### src/rtl/sts_pkg.sv
// Package for the simplex tableau solver: sizes, status codes, FSM states,
// and Q16.16 helper functions. No dependencies.
`default_nettype none
package sts_pkg;
	localparam int MAX_VARS_DEF = 8;
	localparam int MAX_EQS_DEF = 8;
	localparam logic [1:0] ST_OPTIMAL = 2'd0;
	localparam logic [1:0] ST_UNBOUNDED = 2'd1;
	localparam logic [1:0] ST_LIMIT = 2'd2;
	localparam logic [1:0] REG_NUM_VARS = 2'd0;
	localparam logic [1:0] REG_NUM_EQS = 2'd1;
	localparam logic [1:0] REG_MAX_PIVOTS = 2'd2;

	typedef enum logic [4:0] {
		S_LOAD, S_OBJ_RD, S_OBJ_CMP, S_RAT_RD, S_RAT_RD2, S_RAT_DIV, S_RAT_CMP,
		S_PIV_RD, S_PIV_WAIT, S_NRM_RD, S_NRM_DIV, S_NRM_WR,
		S_ELF_RD, S_ELF_WAIT, S_EL_RDP, S_EL_RDX, S_EL_MUL, S_EL_WR,
		S_FIN_RD, S_FIN_WAIT, S_OUT
	} state_t;

	typedef struct packed {
		logic        start;
		logic [31:0] num;
		logic [31:0] den;
	} div_req_t;

	function automatic logic [31:0] sat32(input logic signed [64:0] v);
		if (v > 65'sd2147483647) return 32'h7fffffff;
		if (v < -65'sd2147483648) return 32'h80000000;
		return v[31:0];
	endfunction
endpackage
`default_nettype wire

### src/rtl/sts_div.sv
// Sequential Q16.16 divider: (a*65536)/b truncated toward zero, saturated.
// One quotient bit per cycle. Depends on sts_pkg.
`default_nettype none
module sts_div
	import sts_pkg::*;
(
	input  wire logic        clk,
	input  wire logic        arst_n,
	input  wire div_req_t    req,
	output logic             busy,
	output logic [31:0]      quot
);
	logic [47:0] rem_q, dvd_q, dvs_q;
	logic [47:0] q_q;
	logic [5:0]  cnt_q;
	logic        neg_q;
	logic [48:0] trial;
	logic signed [64:0] sq;

	assign trial = {rem_q[46:0], dvd_q[47]} - {1'b0, dvs_q};
	assign busy = cnt_q != 6'd0;
	assign sq = neg_q ? -$signed({17'd0, q_q}) : $signed({17'd0, q_q});
	assign quot = sat32(sq);

	always_ff @(posedge clk or negedge arst_n) begin
		if (!arst_n) begin
			cnt_q <= '0;
		end else if (req.start) begin
			cnt_q <= 6'd48;
		end else if (busy) begin
			cnt_q <= cnt_q - 6'd1;
		end
	end

	always_ff @(posedge clk) begin
		if (req.start) begin
			neg_q <= req.num[31] ^ req.den[31];
			dvd_q <= {(req.num[31] ? 32'd0 - req.num : req.num), 16'd0};
			dvs_q <= {16'd0, (req.den[31] ? 32'd0 - req.den : req.den)};
			rem_q <= '0;
			q_q <= '0;
		end else if (busy) begin
			dvd_q <= {dvd_q[46:0], 1'b0};
			if (!trial[48]) begin
				rem_q <= trial[47:0];
				q_q <= {q_q[46:0], 1'b1};
			end else begin
				rem_q <= {rem_q[46:0], dvd_q[47]};
				q_q <= {q_q[46:0], 1'b0};
			end
		end
	end
endmodule
`default_nettype wire

### config.mk
export PLATFORM = sky130hd
export DESIGN_NAME = sts_div
export DESIGN_NICKNAME = d
export VERILOG_FILES = /design/src/rtl/sts_pkg.sv /design/src/rtl/sts_div.sv
export SDC_FILE = /design/constraint.sdc
export NUM_CORES = 1
export LEC_CHECK = 0
export BUFFER_PORTS_ARGS = -buffer_cell sky130_fd_sc_hd__buf_2
export CELL_PAD_IN_SITES_DETAIL_PLACEMENT = 1
export CELL_PAD_IN_SITES_GLOBAL_PLACEMENT = 1
export CORE_UTILIZATION = 45
export DETAILED_ROUTE_END_ITERATION = 12
export GPL_TIMING_DRIVEN = 0
export PLACE_DENSITY_LB_ADDON = 0.1
export SLEW_MARGIN = 20
export SYNTH_ARGS = -nofsm -noshare
export SYNTH_HDL_FRONTEND = slang
export SYNTH_SLANG_ARGS = --single-unit
### constraint.sdc
create_clock -name clk -period 4.45 [get_ports clk]
set_clock_uncertainty 0.2 [all_clocks]
set_input_delay 0.445 -clock clk [delete_from_list [all_inputs] [get_ports clk]]
set_output_delay 0.445 -clock clk [all_outputs]
set_load 0.05 [all_outputs]
# Yosys cells after proc, flatten, opt, wreduce, memory -nomap -nowiden
# Index checks and enable logic that the tools add are counted.
[op_classes]
n_mux = 16
mul = 0
div = 0
eq_ne = 0
shifts = 0
reduce_logical = 2
bitwise = 1
n_lt_le_gt_ge = 2
addsub = 5
[op_table]
columns = ["op", "count"]
rows = [
  ["2-to-1 mux 32 bit", 5],
  ["2-to-1 mux 48 bit", 2],
  ["greater-than comparator 65 x 32 -> 1 bit (second input constant)", 1],
  ["less-than comparator 65 x 32 -> 1 bit (second input constant)", 1],
  ["2-to-1 mux 65 bit", 1],
  ["negation 48 -> 65 bit", 1],
  ["subtractor 1 x 32 -> 32 bit (first input constant)", 2],
  ["subtractor 48 x 32 -> 49 bit", 1],
  ["2-to-1 mux 47 bit", 1],
  ["2-to-1 mux 31 bit", 1],
  ["2-to-1 mux 6 bit", 2],
  ["nonzero test 6 bit", 1],
  ["subtractor 6 x 1 -> 6 bit (second input constant)", 1],
  ["2-to-1 mux 1 bit", 4],
  ["nonzero test 2 bit", 1],
  ["XOR 1 bit", 1],
]
[word_totals]
mem_bits_rw = 0
elab_cells = 33
out_inout_bits = 33
romBits = 0
latchBits = 0
input_bits = 67
memories = 0
reg_bits = 166

# Longest topological paths before layout
# Gate-level depths: netlist (run 1).
[depth]
depth_word = 7
depth_mapped = 14
ltp_nobuf = 12

# Worst setup path before layout (run 1)
# Ideal clock, no wire load.
[synth_path]
path_kind = "reg2out"
startpoint = "register q_q[8]"
endpoint = "output port quot[22]"
path_buffers = 1
path_stages_with_launch = 11
required_ns = 3.805
slack_ns = -0.228
arrival_time_ns = 4.033
path_cell_list = "dfxtp_1 or4_1 nor2_1 nand4_1 o41ai_1 xnor2_1 or4bb_1 nor4_1 nor2_1 clkbuf_1 o21ai_1"
[synth_between]
elab_chain_cells = 7
word_cells_on_any_way = 10
classes_between = "1 x add/sub; 2 x order compare; 7 x mux"
[synth_lines]
columns = ["item", "line_no", "rtl"]
rows = [
  ["start: declaration", "sts_div.sv:14", "logic [47:0] q_q;"],
  ["start signal: assignment", "sts_div.sv:46", "q_q <= {q_q[46:0], 1'b1};"],
  ["start signal: assignment", "sts_div.sv:49", "q_q <= {q_q[46:0], 1'b0};"],
  ["negation 48 -> 65 bit", "sts_div.sv:22", "assign sq = neg_q ? -$signed({17'd0, q_q}) : $signed({17'd0, q_q});"],
  ["2-to-1 mux 65 bit (*)", "sts_div.sv:22", ""],
  ["less-than comparator 65 x 32 -> 1 bit", "sts_pkg.sv:29", "if (v < -65'sd2147483648) return 32'h80000000;"],
  ["2-to-1 mux 1 bit (2 in a row)", "sts_pkg.sv:29", ""],
  ["2-to-1 mux 32 bit", "sts_pkg.sv:30", "return v[31:0];"],
  ["2-to-1 mux 32 bit (*)", "sts_pkg.sv:29", ""],
  ["end: declaration", "sts_div.sv:11", "output logic [31:0] quot"],
]
# Mark *: on every way between the ends. The rest lies on a longest branch, timed or not. The select of a mux whose other input is x is not followed.

# Worst setup path in the final report (run 1)
[layout_path]
startpoint = "register q_q[37]"
endpoint = "output port quot[2]"
# Same word-level chain as after synthesis.

==> flow_metrics.py, run 1 <==
metrics = {
    "run_status": {
        "run_status": "finished, violations left",
        "violations": "setup timing",
    },
    "synthesis": {
        "yosys.area.top_type": "edfxtp_1",
        "synthTopCellsByArea": "edfxtp_1, dfxtp_1, nand2_1, xor2_1, a21oi_1",
        "syn_area_um2": 11000,
        "yosys-top-cells-count": "nand2_1, a21oi_1, nor2_1",
        "synthDominantCellAreaShare_pct": 17.7,
        "synth_ff_type": "dfxtp_1",
        "synth.most_common_cell": "nand2_1",
        "synth_warnings": 0,
        "synth_edf_count": 65,
        "synth_cell_types": 78,
        "async_flop_share_pct": 3.61,
        "synthCells": 1334,
        "ys_ff_latch": 166,
        "syn-num-nets": 1438,
        "yosysSeqAreaShare_pct": 36.3,
        "avgSynthCellArea_um2": 8.26,
    },
    "clock_network": {
        "tritoncts": "yes",
        "clk_pin_slew_worst_paths_ns": 0.07,
        "cts-htree-levels": 4,
        "cts_inserted_buffers": 17,
        "clock_latency_ns": 0.44,
        "cts_sinks": 166,
        "cts-root-buf": "clkbuf_16",
        "cts_buffer_depth": 2,
    },
    "placement": {
        "place.gp.congestion": 0.914,
        "hpwl_um": 24700,
        "place_area_um2": 11900,
        "dp_slack_ns": -0.805,
        "port_buffers": 99,
        "dp.cells": 1752,
    },
    "timing": {
        "final_hold_viol_count": 0,
        "setup_tns_ns": -6.53,
        "min_period_over_period_pct": 105,
        "fin_crit_ns": 4.68,
        "max_slew.worst_pin.slew_ns": 0.942,
        "setup_viol": 31,
        "slew_viol_final": 0,
        "slew_headroom_pct": 37.2,
        "post-route-worst-setup-slack_ns": -0.228,
        "fmax_ghz": 0.214,
        "rsz0062_at_grt": "yes",
        "whs_ns": 0.0269,
    },
    "finish": {
        "fill_cells": 2838,
        "antennaDiodeCount": 0,
        "nets": 1574,
        "final_cells": 1802,
        "design_area_um2": 13200,
        "final_core_util_pct": 55.7,
        "area_growth_pct": 20.2,
        "layout-drive-gt1-share_pct": 16.9,
    },
    "routing": {
        "dr.pass1.iters": 5,
        "drtIter0Drc": 630,
        "antenna_left": 0,
        "drc": 0,
        "num_vias": 10600,
        "drt_wl_total_um": 34600,
        "routedWlPerCell_um": 19.2,
        "via_per_inst": 5.87,
    },
    "min_path": {
        "holdCritPathClass": "in -> reg",
        "hp-start": "req[0]",
        "worstHoldPathCells": 1,
        "worstHoldEndpoint": "dvs_q[0]$_DFFE_PP_",
    },
    "worst_setup_path": {
        "cp_slowest_cell": "or4b_4",
        "start_kind": "flop",
        "cp.arrival_ns": 4.03,
        "r2r_start": "dvd_q[47]$_DFFE_PP_",
        "crit_chain": "or4_4 > or4b_4 > or4_4 > o31ai_4 > xnor2_2 > or4_4 > nor2_2 > a41o_4 > buf_6 > o21ai_2 > buf_6",
        "endpoint_kind": "primary output",
        "critPathMaxStageDelay_ns": 0.57,
        "cp_data_required_time_ns": 3.81,
        "crit_fanout": 7,
        "cpMostUsedCell": "or4_4",
        "crit_type": "reg -> out",
        "reg2reg_slack_ns": 0.18,
        "worstRegToRegCells": 14,
        "r2r-end": "rem_q[42]$_SDFFE_PP0P_",
    },
    "power_and_ir_drop": {
        "peakVddDrop_mv": 0.252,
        "p_leak_nw": 5.24,
        "powerDensity_nw_per_um2": 523,
        "power_mw": 6.93,
    },
    "grt": {
        "grt_pass1_vias": 10700,
        "grt_usage_pct": 28.0,
        "overflow": 0,
        "grt_pass1_wl_um": 55200,
        "antenna_found_initial": 0,
        "grt_max_degree": 39,
    },
    "die": {
        "core_area_um2": 23800,
        "initial_core_util_pct": 46.4,
        "die_h_um": 158,
        "die_w_um": 158,
        "rows": 56,
        "io_pins": 100,
        "dieArea_um2": 25100,
    },
    "flow_run": {
        "cap_violations": 0,
    },
}
## report_power, final
group | internal, mW | total, mW | switching (mW)
Combinational | 1.30 | 3.34 | 2.04
Sequential | 1.85 | 2.08 | 0.232
Clock | 0.832 | 1.50 | 0.673
## metal layers
metal | share of wire [%] | wire [µm] | GRT usage (%) | vias up
li1 | - | - | - | 5066
met1 | 47 | 16200 | 37.3 | 5263
met2 | 49 | 16800 | 47.7 | 207
met3 | 3.4 | 1160 | 3.21 | 39
met4 | 1.4 | 470 | 7.97 | 0
met5 | 0 | 0 | 0 | -
## sequential cells by signal, indices dropped and copies added (netlist names)
name and cells:
cnt_q 6, dvd_q 32, dvs_q 32, neg_q 1, q_q 48, rem_q 47
## worst max-delay path: cells and delay by family (launching register included)
kind,cells,cell delay (ns)
compound gates,3,0.60
xor+xnor,1,0.13
buf+inv,2,0.32
flops,1,0.34
simple gates,5,2.19
## layout make-up
type / count / area, µm² / share of cell area (%)
Inverter: 56 / 210 / 1.59
Timing Repair Buffer: 120 / 861 / 6.50
Clock buffer: 18 / 429 / 3.24
Clock inverter: 14 / 149 / 1.12
Buffer: 77 / 412 / 3.11
Multi-Input combinational cell: 1032 / 6760 / 51.1
Sequential cell: 166 / 4020 / 30.4
Tap cell: 319 / 399 / 3.01
## layout by cell type, fill, tap and decap left out, types with 5 or more instances in the layout
cell type  netlist  final
o21bai_1         5      5
nand4_1         13     13
nand2b_1        11     11
inv_1           55     54
o21ai_0         68     66
buf_2            1     69
xnor2_1         62     58
or2_2            8      8
nand3_1         17     17
o21a_1           9      9
nand2_1        179    179
o41ai_1         17     15
dfrtp_1          6      6
buf_6            5     40
clkbuf_16        0     17
or4_4            2      8
a211oi_1        31     30
o31ai_1         31     29
nor2_1         111    108
nor4_1          10      7
o21ai_2          1     29
a21o_1          14     14
mux2i_1          5      5
dfxtp_1         95     88
or4_1           24     18
clkbuf_1        67     62
nor2b_1          9      9
a211o_1          5      5
a21oi_1        121    121
edfxtp_1        65     65
xor2_1          75     75
buf_4            0     17
or3_1           29     29
nor3_1          32     32
ha_1            36     36
## kinds of logic (layout without fill, tap and decap cells)
family,after synthesis,count (layout),share of synthesized area (%)
AO/OA/AOI/OAI,379,379,21.7
flip-flops,166,166,36.3
multiplexers,7,7,0.658
buffers and inverters,136,285,5.43
adder cells (fa/ha/maj),37,37,4.27
XOR/XNOR,137,137,10.9
AND/OR/NAND/NOR,472,472,20.7
## worst max path at each step
stage | start | endpoint | slack (ns) | cells past startpoint
after floorplan | q_q[8]$_SDFFE_PP0P_ | quot[22] | -0.23 | 10
after global placement | q_q[8]$_SDFFE_PP0P_ | quot[26] | -0.74 | 11
after detailed placement | q_q[8]$_SDFFE_PP0P_ | quot[26] | -0.81 | 11
after CTS | q_q[37]$_SDFFE_PP0P_ | quot[3] | -0.18 | 11
after global routing | q_q[23]$_SDFFE_PP0P_ | quot[2] | -0.38 | 12
final | q_q[37]$_SDFFE_PP0P_ | quot[2] | -0.23 | 11
## what timing repair did
item	in CTS	in global routing
pin swaps	14	12
hold endpoints to repair	6	0
endpoints found under the setup margin	69	61
cloned	3	0
resized for setup	110	53
hold buffers	1	0
setup buffers	9	8
(Power assumes the default switching activity.)
==> run 2, diff against run 1 <==
--- a/config.mk
+++ b/config.mk
@@ -11,7 +11,7 @@
 export CORE_UTILIZATION = 45
 export DETAILED_ROUTE_END_ITERATION = 12
 export GPL_TIMING_DRIVEN = 0
-export PLACE_DENSITY_LB_ADDON = 0.1
+export PLACE_DENSITY = 0.83
 export SLEW_MARGIN = 20
 export SYNTH_ARGS = -nofsm -noshare
 export SYNTH_HDL_FRONTEND = slang
==> flow_metrics.py, run 2 (same netlist as run 1, synthesis figures left out) <==
metrics = {
    "clock_network": {
        "clk_pin_slew_worst_paths_ns": 0.07,
        "tritoncts": "yes",
        "cts-htree-levels": 4,
        "cts-root-buf": "clkbuf_16",
        "cts_sinks": 166,
        "clock_latency_ns": 0.44,
        "cts_inserted_buffers": 17,
        "cts_buffer_depth": 2,
    },
    "die": {
        "core_area_um2": 23800,
        "die_h_um": 158,
        "die_w_um": 158,
        "initial_core_util_pct": 46.4,
        "dieArea_um2": 25100,
        "io_pins": 100,
        "rows": 56,
    },
    "placement": {
        "place.gp.congestion": 0.903,
        "hpwl_um": 24400,
        "port_buffers": 99,
        "place_area_um2": 11900,
    },
    "timing": {
        "min_period_over_period_pct": 108,
        "post-route-worst-setup-slack_ns": -0.340,
        "fin_crit_ns": 4.79,
        "max_slew.worst_pin.slew_ns": 0.977,
        "setup_viol": 31,
        "final_hold_viol_count": 0,
        "fmax_ghz": 0.209,
        "rsz0062_at_grt": "yes",
        "slew_viol_final": 0,
        "slew_headroom_pct": 34.9,
    },
    "grt": {
        "grt_usage_pct": 27.7,
        "overflow": 0,
        "grt_pass1_vias": 10700,
        "grt_pass1_wl_um": 54400,
        "grt_max_degree": 39,
        "antenna_found_initial": 0,
    },
    "finish": {
        "largestRegisters": "q_q x48, rem_q x47",
        "area_growth_pct": 21.0,
        "fill_cells": 2849,
        "final_core_util_pct": 56.1,
        "design_area_um2": 13300,
        "layout-drive-gt1-share_pct": 16.6,
        "largest_reg_flops": 48,
        "regMostFlops": "q_q",
        "layout_common_cells": "nand2_1, a21oi_1, nor2_1",
        "nets": 1577,
        "antennaDiodeCount": 0,
        "layout.cells.most_common": "nand2_1",
    },
    "worst_setup_path": {
        "path_delay_family": "simple AND/OR/NAND/NOR gates",
        "crit_buf_inv": 4,
        "crit_type": "reg -> out",
        "crit_chain": "or4_4 > nor4_4 > buf_4 > nand4_1 > buf_4 > o31ai_2 > xnor2_1 > or3_1 > nor4_1 > a41o_4 > buf_6 > o21ai_2 > buf_6",
        "endpoint_kind": "primary output",
        "cp_slowest_cell": "or4_4",
        "crit_fanout": 7,
        "critPathMaxStageDelay_ns": 0.55,
        "start_kind": "flop",
        "cp_data_required_time_ns": 3.81,
        "cp.arrival_ns": 4.14,
    },
    "run_status": {
        "run_status": "finished, violations left",
        "violations": "setup timing",
    },
    "power_and_ir_drop": {
        "power_mw": 7.02,
        "p_leak_nw": 5.29,
        "peakVddDrop_mv": 0.259,
        "powerDensity_nw_per_um2": 526,
    },
    "routing": {
        "dr.pass1.iters": 5,
        "drt_wl_total_um": 35700,
        "via_per_inst": 5.92,
        "routedWlPerCell_um": 19.8,
        "antenna_left": 0,
        "drc": 0,
        "drtIter0Drc": 688,
        "num_vias": 10700,
    },
    "flow_run": {
        "cap_violations": 0,
    },
    "min_path": {
        "holdCritPathClass": "in -> reg",
    },
}
-- run 2: cell count changes in the layout (fill, tap and decap cells not counted), moves of 4 or more --
cell,delta
o21ai_2,-14
o21ai_1,+7
o21ai_4,+7
buf_8,+5
buf_6,-4
-- run 2: final timing paths --
kind	start	to	slack [ns]	depth (start not counted)
worst max register to register	dvd_q[47]$_DFFE_PP_	rem_q[42]$_SDFFE_PP0P_	0.23	14
max in group asynchronous	arst_n	cnt_q[5]$_DFFE_PN0P_	3.66	2
worst max-delay path	q_q[26]$_SDFFE_PP0P_	quot[21]	-0.34	13
worst min-delay path	req[0]	dvs_q[0]$_DFFE_PP_	0.02	1
worst min register to register	q_q[30]$_SDFFE_PP0P_	q_q[30]$_SDFFE_PP0P_	0.30	2
min in group asynchronous	arst_n	cnt_q[3]$_DFFE_PN0P_	0.22	2
-- run 2: final cells by class --
class / count / area [µm²] / share of cell area [%]
clock inverter: 13 / 144 / 1.08
buffer: 76 / 395 / 2.96
inverter: 56 / 210 / 1.58
multi-input combinational: 1032 / 6790 / 50.9
sequential: 166 / 4020 / 30.1
timing repair buffer: 124 / 927 / 6.95
tap: 319 / 399 / 2.99
clock buffer: 19 / 453 / 3.40
-- run 2: worst register-to-register path, delay by kind of cell (launching register included) --
kind	cells	cell delay [ns]
fa+ha+maj	2	0.62
compound gates	5	1.49
buf+inv	3	0.54
flops	1	0.42
simple gates	4	0.85
-- run 2: per-layer routing --
metal | track usage, % | vias to the layer above | routed length, µm
met4 | 8.65 | 0 | 788
met3 | 3.48 | 58 | 1070
met2 | 49.3 | 256 | 18300
li1 | - | 5074 | -
met1 | 34.7 | 5306 | 15600
met5 | 0 | - | 0
-- run 2: what timing repair did --
| action | in CTS | in global routing |
|---|---|---|
| buffers inserted | 12 | 8 |
| pin swaps | 14 | 23 |
| hold endpoints to repair | 6 | 0 |
| setup endpoints to repair | 36 | 100 |
| gates cloned | 1 | 3 |
| gates resized for setup | 80 | 90 |
| hold buffers | 1 | 0 |
-- run 2: per-stage QoR --
step           std cells  setup TNS (ns)  setup WS (ns)  hold WS [ns]
2_1_floorplan       1334           -6.37         -0.228       -0.0506
3_3_place_gp        1752          -24.67         -0.663        0.0756
3_5_place_dp        1752          -21.75         -0.715        0.0856
4_1_cts             1798           -7.47         -0.270       0.00104
5_1_grt             1805          -16.59         -0.579        0.0180
6_report            1805           -9.38         -0.340        0.0178
-- run 2: power by group --
part | switching [mW] | internal (mW)
Combinational | 2.08 | 1.33
Sequential | 0.240 | 1.85
Clock | 0.663 | 0.865
Total | 2.98 | 4.04
==> run 3, diff against run 2 <==
--- a/config.mk
+++ b/config.mk
@@ -12,6 +12,7 @@
 export DETAILED_ROUTE_END_ITERATION = 12
 export GPL_TIMING_DRIVEN = 0
 export PLACE_DENSITY = 0.83
+export SETUP_SLACK_MARGIN = 0.02
 export SLEW_MARGIN = 20
 export SYNTH_ARGS = -nofsm -noshare
 export SYNTH_HDL_FRONTEND = slang
==> flow_metrics.py, run 3 (same netlist as run 1, synthesis figures left out) <==
metrics = {
    "routing": {
        "route.met2.wl_um": 19700,
        "dr_wl_met3_um": 1780,
        "routedWlPerCell_um": 21.3,
        "dr.pass1.iters": 5,
        "wl_met1_um": 15500,
        "num_vias": 10900,
        "drt_wl_total_um": 38400,
        "drtIter0Drc": 719,
        "via_per_inst": 6.03,
        "drc": 0,
        "antenna_left": 0,
        "topRoutingLayerUsed": "met4",
    },
    "die": {
        "die_w_um": 158,
        "die_h_um": 158,
        "initial_core_util_pct": 46.4,
        "rows": 56,
        "io_pins": 100,
        "core_area_um2": 23800,
        "dieArea_um2": 25100,
    },
    "worst_setup_path": {
        "r2r-end": "rem_q[42]$_SDFFE_PP0P_",
        "crit_fanout": 10,
        "cp_data_required_time_ns": 3.81,
        "endpoint_kind": "primary output",
        "cp.arrival_ns": 4.22,
        "crit_type": "reg -> out",
        "r2r_start": "dvd_q[47]$_DFFE_PP_",
        "start_kind": "flop",
        "worstRegToRegCells": 14,
        "reg2reg_slack_ns": 0.35,
    },
    "clock_network": {
        "cts_inserted_buffers": 17,
        "clock_latency_ns": 0.44,
        "cts_sinks": 166,
        "tritoncts": "yes",
        "cts_buffer_depth": 2,
        "cts-root-buf": "clkbuf_16",
        "cts-htree-levels": 4,
        "clk_pin_slew_worst_paths_ns": 0.07,
    },
    "finish": {
        "fill_cells": 2836,
        "layout-drive-gt1-share_pct": 17.0,
        "final_cells": 1805,
        "regMostFlops": "q_q",
        "largest_reg_flops": 48,
        "layout.cells.most_common": "nand2_1",
        "antennaDiodeCount": 0,
        "largestRegisters": "q_q x48, rem_q x47",
        "final_core_util_pct": 56.5,
        "area_growth_pct": 21.8,
        "layout_common_cells": "nand2_1, a21oi_1, nor2_1",
        "nets": 1577,
    },
    "grt": {
        "overflow": 0,
        "grt_pass1_vias": 11100,
        "grt_max_degree": 39,
        "grt_pass1_wl_um": 56900,
        "antenna_found_initial": 0,
        "grt_usage_pct": 29.1,
    },
    "timing": {
        "post-route-worst-setup-slack_ns": -0.412,
        "slew_headroom_pct": 38.6,
        "final_hold_viol_count": 0,
        "rsz0062_at_grt": "yes",
        "slew_viol_final": 0,
        "whs_ns": 0.0147,
        "fmax_ghz": 0.206,
        "setup_viol": 31,
        "fin_crit_ns": 4.86,
        "min_period_over_period_pct": 109,
        "max_slew.worst_pin.slew_ns": 0.921,
    },
    "power_and_ir_drop": {
        "p_leak_nw": 5.32,
        "peakVddDrop_mv": 0.234,
        "powerDensity_nw_per_um2": 533,
        "power_mw": 7.16,
    },
    "run_status": {
        "violations": "setup timing",
        "run_status": "finished, violations left",
    },
    "min_path": {
        "holdCritPathClass": "in -> reg",
        "hp-start": "req[0]",
        "worstHoldPathCells": 1,
        "worstHoldEndpoint": "dvs_q[0]$_DFFE_PP_",
    },
    "placement": {
        "port_buffers": 99,
        "place.gp.congestion": 0.904,
        "hpwl_um": 24600,
        "dp.cells": 1752,
    },
    "flow_run": {
        "cap_violations": 0,
    },
}
[run 3: cell types whose count changed in the layout (fill, tap and decap cells not counted), sizes merged]
cell      delta
inv          -2
buf          +1
clkinvlp     +2
clkbuf       -1
[run 3: cell type report]
cell class,instances,area (µm²),area share (%)
buffer,75,407,3.03
inverter,56,210,1.57
tap,319,399,2.97
multi-input combinational,1032,6810,50.8
clock inverter,13,140,1.04
timing repair buffer,125,961,7.16
sequential,166,4020,29.9
clock buffer,19,475,3.54
[run 3: timing repair]
item | 4_1_cts | 5_1_grt
buffers inserted | 16 | 7
endpoints found under the setup margin | 36 | 41
hold endpoints to repair | 6 | 0
hold buffers | 1 | 0
pin swaps | 21 | 22
resized for setup | 93 | 72
gates cloned | 2 | 0
[run 3: report_power, final]
| group | internal [mW] | total [mW] | switching, mW |
|---|---|---|---|
| clock network | 0.898 | 1.56 | 0.662 |
| registers | 1.85 | 2.09 | 0.247 |
| logic | 1.34 | 3.51 | 2.16 |
| total | 4.09 | 7.16 | 3.07 |
[run 3: metal layers]
layer	vias up	global-route usage (%)
li1	5075	-
met1	5384	33.4
met2	322	54.1
met3	100	3.86
met4	0	11.6
met5	-	0
[run 3: worst max-delay path: stages (launching register included)]
cell	delay [ns]
dfxtp_4	0.35
or4_4	0.54
or4b_4	0.55
buf_6	0.15
o41ai_4	0.26
xnor2_1	0.20
or4bb_4	0.52
nor4_4	0.21
buf_4	0.18
nor2_4	0.09
buf_8	0.21
o21ai_2	0.28
buf_6	0.21
[run 3: worst max path at each step]
| stage | startpoint | to | slack [ns] |
|---|---|---|---|
| after floorplan | q_q[36]$_SDFFE_PP0P_ | quot[10] | -0.1 |
| after global placement | q_q[2]$_SDFFE_PP0P_ | quot[23] | -0.97 |
| after detailed placement | q_q[2]$_SDFFE_PP0P_ | quot[22] | -1.07 |
| after CTS | q_q[37]$_SDFFE_PP0P_ | quot[3] | -0.22 |
| after global routing | q_q[8]$_SDFFE_PP0P_ | quot[6] | -0.53 |
| final | q_q[37]$_SDFFE_PP0P_ | quot[6] | -0.41 |
[run 3: through the flow]
stage | setup TNS, ns | area, µm² | setup WS (ns)
6_report | -9.73 | 13400 | -0.412
5_1_grt | -12.56 | 13400 | -0.525
4_1_cts | -6.10 | 13100 | -0.218
3_5_place_dp | -29.59 | 12000 | -1.07
3_3_place_gp | -33.62 | 12000 | -0.966
2_1_floorplan | -2.42 | 11100 | -0.0960
